$ cat src/rtl/hdt_pkg.sv
// Shared types, widths, register codes and reset values for the Helmert datum transform.
// No dependencies; compiled first.
`default_nettype none

package hdt_pkg;

	// Field widths
	localparam int CW    = 36;  // coordinate
	localparam int OFW   = 24;  // offset register
	localparam int RTW   = 32;  // angle and scale registers
	localparam int KW    = 33;  // signed coefficient, room for a negated minimum
	localparam int DW    = 25;  // signed offset, room for a negated minimum
	localparam int CIW   = 3;   // configuration index
	localparam int CDW   = 32;  // configuration data
	localparam int PSPLIT = 18; // low half of a coordinate in the rotation products
	localparam int CK    = 26;  // chunk width of u in the scale products

	localparam int FRAC_BITS_DEF = 40;

	// Configuration register indexes
	localparam logic [CIW-1:0] REG_OFFSET_X    = 3'd0;
	localparam logic [CIW-1:0] REG_OFFSET_Y    = 3'd1;
	localparam logic [CIW-1:0] REG_OFFSET_Z    = 3'd2;
	localparam logic [CIW-1:0] REG_ROT_X       = 3'd3;
	localparam logic [CIW-1:0] REG_ROT_Y       = 3'd4;
	localparam logic [CIW-1:0] REG_ROT_Z       = 3'd5;
	localparam logic [CIW-1:0] REG_SCALE_DELTA = 3'd6;
	localparam logic [CIW-1:0] REG_DIRECTION   = 3'd7;

	// Reset values of the registers
	localparam logic signed [OFW-1:0] OFFSET_X_RST = -24'sd1100;
	localparam logic signed [OFW-1:0] OFFSET_Y_RST = -24'sd300;
	localparam logic signed [OFW-1:0] OFFSET_Z_RST = -24'sd900;
	localparam logic signed [RTW-1:0] ROT_X_RST    = 32'sd0;
	localparam logic signed [RTW-1:0] ROT_Y_RST    = 32'sd0;
	localparam logic signed [RTW-1:0] ROT_Z_RST    = -32'sd901600;
	localparam logic signed [RTW-1:0] SCALE_RST    = 32'sd131941;
	localparam logic                  DIR_FORWARD  = 1'b0;
	localparam logic                  DIR_REVERSE  = 1'b1;

	typedef logic signed [CW-1:0] coord_t;
	typedef logic signed [KW-1:0] coef_t;
	typedef logic signed [DW-1:0] offs_t;

	// Effective transform, with the direction already folded in
	typedef struct packed {
		coef_t [2:0] c1;  // first row coefficient per axis
		coef_t [2:0] c2;  // second row coefficient per axis
		coef_t       m;   // scale difference
		offs_t [2:0] d;   // translation per axis
	} xform_t;

	// Width of u = S*p + c1*p1 + c2*p2
	function automatic int u_width(input int frac);
		return ((CW + frac > KW + CW) ? CW + frac : KW + CW) + 2;
	endfunction

	// Width of the rounded scale term t = round(m*u / S)
	function automatic int t_width(input int frac);
		return KW + u_width(frac) + 1 - frac;
	endfunction

	// Width of the rounded result before the offset
	function automatic int r_width(input int frac);
		return ((u_width(frac) > t_width(frac)) ? u_width(frac) : t_width(frac)) + 2 - frac;
	endfunction

endpackage

`default_nettype wire

$ cat src/rtl/hdt_sat.sv
// Output stage s6: add the translation, clamp to the coordinate range, flag overflow.
// Depends on hdt_pkg.
`default_nettype none

module hdt_sat #(
	parameter int FRAC_BITS = hdt_pkg::FRAC_BITS_DEF
) (
	input  logic            clk,
	input  logic            arst_n,
	input  logic            in_valid,
	output logic            in_ready,
	input  logic signed [hdt_pkg::r_width(FRAC_BITS)-1:0] in_r [3],
	input  hdt_pkg::xform_t xf,
	output logic            out_valid,
	input  logic            out_ready,
	output hdt_pkg::coord_t out_c [3],
	output logic            out_ovf
);
	import hdt_pkg::*;

	localparam int RW = r_width(FRAC_BITS);

	localparam logic signed [RW:0] C_HI = $signed({{(RW + 2 - CW){1'b0}}, {(CW - 1){1'b1}}});
	localparam logic signed [RW:0] C_LO = $signed({{(RW + 2 - CW){1'b1}}, {(CW - 1){1'b0}}});

	logic              v_s6;
	logic              adv_s6;
	logic signed [RW:0] e [3];
	coord_t            c [3];
	logic [2:0]        clip;
	coord_t            c_s6 [3];
	logic              ovf_s6;

	assign adv_s6   = !v_s6 || out_ready;
	assign in_ready = adv_s6;

	always_ff @(posedge clk or negedge arst_n) begin
		if (!arst_n) begin
			v_s6 <= 1'b0;
		end else if (adv_s6) begin
			v_s6 <= in_valid;
		end
	end

	// Offset and clamp per axis
	always_comb begin
		for (int a = 0; a < 3; a++) begin
			e[a] = (RW + 1)'(in_r[a]) + (RW + 1)'(xf.d[a]);
			if (e[a] > C_HI) begin
				c[a]    = CW'(C_HI);
				clip[a] = 1'b1;
			end else if (e[a] < C_LO) begin
				c[a]    = CW'(C_LO);
				clip[a] = 1'b1;
			end else begin
				c[a]    = CW'(e[a]);
				clip[a] = 1'b0;
			end
		end
	end

	// s6, the output register
	always_ff @(posedge clk) begin
		if (adv_s6) begin
			c_s6   <= c;
			ovf_s6 <= |clip;
		end
	end

	assign out_valid = v_s6;
	assign out_c     = c_s6;
	assign out_ovf   = ovf_s6;

endmodule

`default_nettype wire

$ cat config.mk
export PLATFORM = sky130hd
export DESIGN_NAME = hdt_sat
export DESIGN_NICKNAME = d
export VERILOG_FILES = /design/src/rtl/hdt_pkg.sv /design/src/rtl/hdt_sat.sv
export SDC_FILE = /design/constraint.sdc
export NUM_CORES = 1
export LEC_CHECK = 0
export BUFFER_PORTS_ARGS = -buffer_cell sky130_fd_sc_hd__clkbuf_2
export CORE_AREA = 2 2 208 210
export DETAILED_ROUTE_END_ITERATION = 7
export DIE_AREA = 0 0 210 212
export SYNTH_ARGS = -nofsm -noshare
export SYNTH_HDL_FRONTEND = slang
export SYNTH_SLANG_ARGS = --single-unit
$ cat constraint.sdc
create_clock -name clk -period 12.8 [get_ports clk]
set_input_delay 2.56 -clock clk [delete_from_list [all_inputs] [get_ports clk]]
set_output_delay 2.56 -clock clk [all_outputs]
set_load 0.005 [all_outputs]
After elaboration in Yosys (flattened, before gate mapping)
Cells that the tools add are included.
W data, S select, Z words.
{ "totals": {"regBits": 110, "in_bits": 430, "out_inout_bits": 111} }
{ "op_classes": {"addsub": 3, "magnitude_cmp": 6, "n_mux": 9, "n_reduce_logical": 3} }
{ "op_table": {"columns": ["operator", "n"], "rows": [
  ["$add A40 B25 Y41", 3],
  ["$gt A41 B36 Y1 const B", 3],
  ["$lt A41 B36 Y1 const B", 3],
  ["$mux W36", 3],
  ["$mux W1", 6],
  ["$reduce_or A3 Y1", 1],
  ["$logic_not A1 Y1", 1],
  ["$logic_or A1 B1 Y1", 1]
]} }

Logic depth before layout (Yosys ltp)
Gate-level depths: netlist of the first run.
{ "logic_depth": {"word_depth": 5, "depth_mapped": 16} }

Worst setup path before layout of the first run
Ideal clock, no wire load.
{ "synth_timing": {"path_kind": "input to output", "startpoint": "input port out_ready", "endpoint": "output port in_ready", "arrival_time_ps": 5253, "required_time_ps": 10240, "path_slack_ps": 4987, "path_stages": 1, "n_path_buf": 0, "path_cell_list": "nand2b_1"} }
{ "synth_between": {"elab_chain_cells": 1} }
{ "synth_lines": {"columns": ["element", "line_no", "source"], "rows": [
  ["start, declared", "hdt_sat.sv:15", "input logic out_ready,"],
  ["$logic_or A1 B1 Y1", "hdt_sat.sv:34", "assign adv_s6 = !v_s6 || out_ready;"],
  ["end, declared", "hdt_sat.sv:11", "output logic in_ready,"]
]} }
No other way between the ends.

Worst setup path after layout of the first run
{ "layout_timing": {"startpoint": "input port in_r[40] (netlist bit)", "endpoint": "register c_s6, in the netlist out_c[54] (data pin)"} }
{ "layout_between": {"elab_chain_cells": 3} }
{ "layout_lines": {"columns": ["element", "line_no", "source"], "rows": [
  ["start, declared", "hdt_sat.sv:12", "input logic signed [hdt_pkg::r_width(FRAC_BITS)-1:0] in_r [3],"],
  ["$add A40 B25 Y41 *", "hdt_sat.sv:48", "e[a] = (RW + 1)'(in_r[a]) + (RW + 1)'(xf.d[a]);"],
  ["$lt A41 B36 Y1", "hdt_sat.sv:52", "end else if (e[a] < C_LO) begin"],
  ["$mux W36", "hdt_sat.sv:52", null],
  ["end signal, assigned", "hdt_sat.sv:65", "c_s6 <= c;"],
  ["end, declared", "hdt_sat.sv:31", "coord_t c_s6 [3];"]
]} }
Mark *: on every way between the ends. The rest lies on a longest branch, timed or not.
A chain may end at the register's enable or synchronous reset.

==> impl_metrics.toml, run 1 <==
[drt]
ant_nets = 0
viasPerCell = 5.03
wl_mm = 35.5
wl_per_cell_um = 17.8
first_pass_iters = 4
drt_iter0_markers = 492
drc = 0
num_vias = 10100

[die]
pin_count = 541
die_width_um = 210
core_sq_um = 42500
fp.dieH_um = 212
dieArea_sq_um = 44500
rows = 76
start_util = 0.245

[synthesis]
synth.area.mux_share = 0.00300
yosysSeqAreaShare = 0.316
synth_top_family_by_area = "compound AO/OA/AOI/OAI gates"
synth_compound_area_frac = 0.283
synth_nets = 1715
ys.flop_type = "edfxtp_1"
async_reset_ff_frac = 0.00909
synthXorXnorAreaFrac = 0.0865
syn_avg_cell_area_sq_um = 8.98
synth_edf_count = 109
syn_area_sq_um = 10400
syn_inst = 1162
synthSimpleGateAreaFrac = 0.127
ys_warn_count = 0
synth_cell_types = 80
synth-adder-area-share = 0.150
ys_ff_latch = 110

[place]
dp_cells = 1980
dp.final_hpwl_mm = 29.0
port_buffers = 309
routabilityCongestion = 0.902

[clock_tree]
cts_resized = 0
clockBufferDepth = 2
numCtsBuffers = 9
clock_latency_ns = 0.38
clock_sinks = 110
clkTransAtPathRegs_ns = 0.08
root_buffer = "clkbuf_16"
cts_hold_buf = 0
cts_tree = "done"
h-tree-depth = 3
postCtsSetupRepairBufs = 0

[setup_path]
cp_max_fo = 29
slowest_delay_ns = 0.89
arrival_ns = 7.01
required_ns = 12.87
start_kind = "input pin"
endpoint_kind = "register"
path_cells = "clkbuf_2, ha_1, fa_1, a211o_1, nand4b_1, a31oi_1, o21ba_1, o41a_1, o21a_1, nor3_1, o211ai_1, or4_1, nand2_1, o21ai_0"
slowest_stage = "nand2_1"
path_class = "input pin to register"
path_buf_inv = 1
critPathTopFamily = "simple AND/OR/NAND/NOR gates"

[timing]
rsz0062_at_grt = "false"
slew_violations = 0
tightest_slew_ns = 1.10
fmax_mhz = 144
setup_violations = 0
relSlewSlack = 0.262
timing.final.crit_period_ns = 6.94
tns_ns = 0
hold_violations = 0
finClkSkew_ns = 0.00571
finalCritPeriodShare = 0.542

[layout]
syn2layout_area_growth_pct = 22.7
n_fill_cell = 4495
nets = 1998
finalNonFillerCells = 1997
fin_util = 0.301
drive_gt1_frac = 0.243
seq_area_sq_um = 3300
multi_input_area_sq_um = 6820

[run]
maxCapViolCount = 0

[worst_hold_path]
min_path_type = "register to register"

[grt]
grt_usage = 0.156
grt_max_degree = 58
grt_pass1_vias = 9539
antenna_found_initial = 6
grt_pass1_wl_mm = 53.3
grt_remaining_overflow = 0

[power]
max-vdd-ir-drop_v = 0.0000482
cellLeakagePower_nw = 5.52
p_per_area_nw_per_um2 = 104

[run_status]
outcome = "finished, final reports clean"
## cell type report
| cell class | instances | area share |
|---|---|---|
| multi-input combinational | 973 | 0.532 |
| sequential | 110 | 0.258 |
| timing repair buffer | 315 | 0.124 |
| tap | 546 | 0.0534 |
| clock buffer | 12 | 0.0193 |
| inverter | 36 | 0.0106 |
| clock inverter | 4 | 0.00235 |
| antenna | 1 | 0.000195 |
## per-stage QoR
stage / cell area, sq um / hold slack [ns] / power, mW / worst slack, ns
2_1_floorplan: 10400 / 2.26 / 0.850 / 4.99
3_3_place_gp: 12500 / 1.13 / 1.05 / 5.37
3_5_place_dp: 12500 / 1.16 / 1.06 / 5.39
4_1_cts: 12800 / 1.18 / 1.36 / 5.79
5_1_grt: 12800 / 1.22 / 1.43 / 5.54
6_report: 12800 / 1.13 / 1.34 / 5.86
## Yosys cell counts (3+ instances only)
cell type	number	area, sq um
fa_1	3	60.1
xnor2_1	58	508
nand2_1	85	319
o211ai_1	20	150
and3_1	6	37.5
and2_1	8	50.1
nand4_1	19	119
a211o_1	3	26.3
o21a_1	19	143
a221oi_1	3	26.3
a31oi_1	8	50.1
a311oi_1	3	26.3
o21ai_1	11	55.1
a211oi_1	15	113
a21o_2	3	26.3
o21ai_0	129	646
nor3_1	23	115
a21o_1	49	368
nor2b_1	11	68.8
a2111oi_0	5	43.8
edfxtp_1	109	3270
nor2_1	62	233
buf_2	3	15.0
nand2b_1	19	119
inv_1	36	135
clkbuf_1	34	128
a41oi_1	5	43.8
a21oi_1	141	706
ha_1	120	1500
nand3_1	15	75.1
o31ai_1	5	37.5
o21bai_1	22	165
xor2_1	45	394
and4_1	6	52.6
a221o_1	3	30.0
## routing by layer
layer  vias up  global-route usage  wire [um]
met5         -                   0          0
met4         0              0.0687       1070
met3        50              0.0245       1950
met2       329               0.248      16000
met1      4690               0.208      16500
li1       4981                   -          -
## cell families after synthesis
kind of cell / count (synthesis)
XOR/XNOR: 103
AND/OR/NAND/NOR: 270
buffers and inverters: 79
AO/OA/AOI/OAI: 474
adder cells (fa/ha/maj): 123
flip-flops: 110
multiplexers: 3
## cell usage in the layout, fill, tap and decap left out, types with 9 or more instances in the layout
cell type  synthesis  final
o21ai_1           11     11
o211ai_1          20     20
clkbuf_2           0    309
nor2_1            62     62
nand2_1           85     85
edfxtp_1         109    109
a21oi_1          141    141
nand3_1           15     15
xnor2_1           58     58
o21a_1            19     19
a21o_1            49     49
inv_1             36     36
xor2_1            45     45
nand2b_1          19     18
a211oi_1          15     15
nand4_1           19     19
nor3_1            23     23
o21ai_0          129    129
o21bai_1          22     22
nor2b_1           11     11
ha_1             120    120
clkbuf_16          0      9
## sequential cells by signal, summed over array words and instances (netlist names)
signal,flops
out_c,108
out_ovf,1
out_valid,1
## power by group
part	switching (mW)	internal [mW]	leakage, nW
Clock	0.149	0.139	0.134
Sequential	0.0192	0.477	1.02
Combinational	0.327	0.226	4.37
## path summary, 6_finish.rpt
check | startpoint | to | slack [ns] | cells after the start
max | in_r[40] | out_c[54]$_SDFFCE_PN1P_ | 5.86 | 14
min | out_valid$_DFFE_PN0P_ | out_c[18]$_SDFFCE_PN1P_ | 1.13 | 1
max reg2reg | out_valid$_DFFE_PN0P_ | out_c[74]$_SDFFCE_PN1P_ | 10.64 | 2
min reg2reg | out_valid$_DFFE_PN0P_ | out_c[18]$_SDFFCE_PN1P_ | 1.13 | 1
max in group asynchronous | arst_n | out_valid$_DFFE_PN0P_ | 10.78 | 1
min in group asynchronous | arst_n | out_valid$_DFFE_PN0P_ | 1.93 | 1
Note: power is estimated with default switching activity, not from simulation.
==> run 2: changes to the inputs <==
- ABC_AREA: not set -> 1
- clock period: 12.8 -> 6.8 ns (I/O delays scaled with it)
==> impl_metrics.toml, run 2 <==
[die]
dieArea_sq_um = 44500
fp.dieH_um = 212
die_width_um = 210
pin_count = 541
start_util = 0.292
core_sq_um = 42500
rows = 76

[power]
max-vdd-ir-drop_v = 0.000100
cellLeakagePower_nw = 7.60
p_per_area_nw_per_um2 = 186

[clock_tree]
clock_latency_ns = 0.39
cts_hold_buf = 0
cts_resized = 0
cts_tree = "done"
clockBufferDepth = 2
numCtsBuffers = 9
clock_sinks = 110
postCtsSetupRepairBufs = 0
clkTransAtPathRegs_ns = 0.08
root_buffer = "clkbuf_16"
h-tree-depth = 3

[grt]
grt_pass1_wl_mm = 67.2
antenna_found_initial = 0
grt_remaining_overflow = 0
grt_max_degree = 64
grt_pass1_vias = 12600
grt_usage = 0.194

[place]
port_buffers = 309
dp_cells = 2710
routabilityCongestion = 0.933
dp.final_hpwl_mm = 37.1

[timing]
tns_ns = 0
fmax_mhz = 221
timing.final.crit_period_ns = 4.52
slew_violations = 0
finClkSkew_ns = 0.0129
setup_violations = 0
hold_violations = 0
relSlewSlack = 0.325
finalCritPeriodShare = 0.664
rsz0062_at_grt = "false"
tightest_slew_ns = 1.01

[run]
maxCapViolCount = 0

[layout]
seq_area_sq_um = 3300
multi_input_area_sq_um = 8120
finalNonFillerCells = 2725
nets = 2728
drive_gt1_frac = 0.177
n_fill_cell = 4581
largest_reg_flops = 108
layout_common_cells = "nand2_1, clkbuf_2, inv_1"
antenna_cells = 0
syn2layout_area_growth_pct = 19.0
layout_commonest_cell = "nand2_1"

[setup_path]
start_kind = "input pin"
required_ns = 6.95
endpoint_kind = "register"
cp_max_fo = 36
arrival_ns = 4.67
slowest_stage = "o21bai_4"
crit_top_cell = "nand2_1"
critPathTopFamily = "simple AND/OR/NAND/NOR gates"
path_cells = "clkbuf_2, ha_1, nand2_1, nor2_1, inv_1, nor3_2, nand3_1, nand3_1, nand2_1, nand2_1, nand3_1, o21bai_4, nand2_1, nor2_1, nand2_1"
path_buf_inv = 2
slowest_delay_ns = 0.77
path_class = "input pin to register"

[synthesis]
async_reset_ff_frac = 0.00909
yosysSeqAreaShare = 0.265
ys_ff_latch = 110
syn_inst = 1871
synth_edf_count = 109
synth_nets = 2424
ys_warn_count = 0
yosysMostFrequentCell = "nand2_1"
ys.flop_type = "edfxtp_1"
syn_area_sq_um = 12400
yosys-top-cells-count = "nand2_1, inv_1, nor2_1"
synth_top_area_share = 0.263
syn_avg_cell_area_sq_um = 6.64
yosys-top-cells-area = "edfxtp_1, nand2_1, ha_1, inv_1, nor2_1"
synth_largest_area_cell = "edfxtp_1"
synth_cell_types = 43

[drt]
drc = 0
first_pass_iters = 5
num_vias = 13100
ant_nets = 0
viasPerCell = 4.80
drt_iter0_markers = 830
wl_mm = 43.6
wl_per_cell_um = 16.0

[worst_hold_path]
min_path_type = "input pin to asynchronous set/reset pin"

[run_status]
outcome = "finished, final reports clean"
run 2: final cells by class:
type | count | area share
clock buffers | 9 | 0.0152
clock inverters | 6 | 0.00322
inverters | 225 | 0.0571
multi-input cells | 1518 | 0.549
flip-flops and latches | 110 | 0.223
well taps | 546 | 0.0462
repair buffers | 311 | 0.106
run 2: per-stage QoR:
step | cell area (sq um) | power, mW | setup slack (ns) | hold slack (ns) | util
after detailed placement | 14500 | 2.24 | 1.90 | 0.997 | 0.341
after floorplan | 12400 | 1.78 | 1.70 | 1.06 | -
final | 14800 | 2.75 | 2.28 | 0.723 | 0.348
after global routing | 14800 | 2.96 | 2.01 | 0.698 | 0.348
after CTS | 14800 | 2.79 | 2.34 | 0.691 | 0.348
after global placement | 14500 | 2.23 | 1.97 | 0.979 | 0.341
run 2: power breakdown:
part	leakage, nW	internal [mW]	switching, mW
sequential	1.06	0.920	0.0427
clock	0.127	0.249	0.280
combinational	6.41	0.457	0.802
total	7.60	1.63	1.12
run 2: logic make-up after synthesis:
logic type               synth area share
AND/OR/NAND/NOR                     0.340
buffers and inverters              0.0816
adder cells (fa/ha/maj)             0.126
XOR/XNOR                           0.0648
AO/OA/AOI/OAI                       0.123
flip-flops                          0.265
run 2: worst paths after layout:
check,cells after the start,endpoint,slack (ns),from
worst max-delay path,15,out_ovf$_DFFE_PP_,2.28,xf[24]
max in group asynchronous,1,out_valid$_DFFE_PN0P_,5.99,arst_n
worst max register to register,2,out_c[32]$_SDFFCE_PN1P_,4.63,out_valid$_DFFE_PN0P_
worst min-delay path,1,out_valid$_DFFE_PN0P_,0.72,arst_n
worst min register to register,2,out_valid$_DFFE_PN0P_,0.99,out_valid$_DFFE_PN0P_
min in group clk,2,out_valid$_DFFE_PN0P_,0.99,out_valid$_DFFE_PN0P_
run 2: per-layer routing:
| metal | part of all wire | vias to the layer above | global-route usage |
|---|---|---|---|
| met4 | 0.023 | 0 | 0.0624 |
| met3 | 0.045 | 52 | 0.0248 |
| met5 | 0 | - | 0 |
| met2 | 0.47 | 396 | 0.332 |
| met1 | 0.46 | 5928 | 0.254 |
| li1 | - | 6703 | - |
==> run 3: changes to the inputs <==
- ABC_AREA: 1 -> 0
- clock period: 6.8 -> 4.3 ns (I/O delays scaled with it)
==> impl_metrics.toml, run 3 (synthesis results as in run 1) <==
[setup_path]
path_buf_inv = 1
path_class = "input pin to register"
arrival_ns = 4.47
path_cells = "clkbuf_2, ha_4, fa_2, a211o_1, nand4b_1, a31oi_1, o21ba_2, o41a_1, o21a_1, nor3_1, o211ai_1, or4_4, mux2_4, or4b_4"
endpoint_kind = "register"
slowest_stage = "or4b_4"
slowest_delay_ns = 0.53
required_ns = 4.43
cp_max_fo = 2
start_kind = "input pin"
critPathTopFamily = "compound AO/OA/AOI/OAI gates"

[layout]
fin_util = 0.357
layout_common_cells = "clkbuf_2, buf_4, a21oi_1"
drive_gt1_frac = 0.376
largest_reg_flops = 108
fin_area_sq_um = 15200
nets = 2260
syn2layout_area_growth_pct = 45.5
layout_commonest_cell = "clkbuf_2"
finalNonFillerCells = 2261

[timing]
finClkSkew_ns = 0.0120
slew_violations = 0
finalCritPeriodShare = 1.01
fmax_mhz = 230
hold_violations = 0
timing.final.crit_period_ns = 4.34
rsz0062_at_grt = "true"
relSlewSlack = 0.527
tns_ns = -0.0407
tightest_slew_ns = 0.709
setup_ws_ns = -0.0407
setup_violations = 1

[drt]
num_vias = 11000
ant_nets = 0
wl_per_cell_um = 17.1
drc = 0
wl_mm = 38.6
viasPerCell = 4.88
first_pass_iters = 5
drt_iter0_markers = 606

[grt]
antenna_found_initial = 5
grt_use_met2 = 0.267
grt_pass1_wl_mm = 57.7
grt_remaining_overflow = 0
grtUsageMet3 = 0.0282
grt_pass1_vias = 10700
grt_usage = 0.167
grtUsageMet1 = 0.222
grt-busiest-layer = "met2"
grt_max_degree = 111

[place]
pre_cts_ws_ns = -0.883
port_buffers = 309
dp_cells = 2226
dp.final_hpwl_mm = 31.3
routabilityCongestion = 0.885
placed_area_sq_um = 14500

[clock_tree]
clkTransAtPathRegs_ns = 0.09
h-tree-depth = 3
root_buffer = "clkbuf_16"
clock_sinks = 110
numCtsBuffers = 9
clockBufferDepth = 2
cts_hold_buf = 0
cts_tree = "done"
clock_latency_ns = 0.39

[power]
power.switching_mw = 1.61
clockPowerShare = 0.196
cellLeakagePower_nw = 6.88
p_int_mw = 2.84
p_per_area_nw_per_um2 = 293
max-vdd-ir-drop_v = 0.000170
swShare = 0.362
pwr-share-comb = 0.473
power.share.sequential = 0.331

[die]
start_util = 0.245
rows = 76
dieArea_sq_um = 44500
pin_count = 541
die_width_um = 210
fp.dieH_um = 212
core_sq_um = 42500

[run_status]
outcome = "complete, but fails checks"
violations = "negative setup slack"

[run]
maxCapViolCount = 0

[worst_hold_path]
min_path_type = "input pin to asynchronous set/reset pin"
run 3: changes by cell type in the layout (fill, tap and decap cells not counted), sizes merged, moves of 12 or more:
| cell | previous run | this run |
|---|---|---|
| a21oi | 121 | 141 |
| inv | 225 | 37 |
| o21a | 2 | 19 |
| buf | 2 | 267 |
| nand2 | 731 | 85 |
| nor2 | 186 | 62 |
| o211ai | 1 | 20 |
| o21ai | 86 | 141 |
| xnor2 | 46 | 58 |
| nand2b | 0 | 19 |
| a211oi | 2 | 15 |
| a21o | 12 | 52 |
| nand3 | 78 | 15 |
run 3: cell type report:
cell class | instances | area, sq um
flip-flops and latches | 110 | 3300
clock inverters | 6 | 46.3
inverters | 36 | 135
clock buffers | 10 | 239
diodes | 3 | 7.51
multi-input cells | 973 | 7050
well taps | 546 | 683
fillers | 4337 | 27300
repair buffers | 577 | 3720
run 3: final timing paths:
path	slack, ns	to	depth (start not counted)	from
min in group clk	0.65	out_valid$_DFFE_PN0P_	2	in_valid
hold reg to reg	0.90	out_valid$_DFFE_PN0P_	3	out_valid$_DFFE_PN0P_
setup reg to reg	2.80	out_c[54]$_SDFFCE_PN1P_	2	out_valid$_DFFE_PN0P_
setup / recovery	-0.04	out_ovf$_DFFE_PP_	14	xf[25]
hold / removal	0.23	out_valid$_DFFE_PN0P_	1	arst_n
max in group asynchronous	3.99	out_valid$_DFFE_PN0P_	1	arst_n
run 3: per-stage QoR:
step                      power, mW  hold WS [ns]
after global placement         3.46         0.634
after floorplan                2.54         0.564
after global routing           4.75         0.201
after CTS                      4.42         0.191
after detailed placement       3.49         0.636
final                          4.45         0.226
run 3: metal layers:
layer / part of all wire / up-vias
li1: - / 5511
met1: 0.46 / 5156
met2: 0.46 / 319
met3: 0.054 / 37
met4: 0.024 / 0
met5: 0 / -
run 3: timing repair:
action                                  in CTS  in global routing
buffers inserted                             5                  8
gates resized for setup                     23                 30
cloned                                       0                  4
pin swaps                                   17                 29
endpoints found under the setup margin      70                 70
run 3: power groups by stage:
stage | Sequential, mW | Combinational [mW] | Clock (mW)
4_1_cts | 1.48 | 2.03 | 0.913
5_1_grt | 1.49 | 2.32 | 0.938
3_3_place_gp | 1.50 | 1.97 | 0
2_1_floorplan | 1.51 | 1.02 | 0
3_5_place_dp | 1.50 | 1.99 | 0
6_report | 1.48 | 2.11 | 0.873
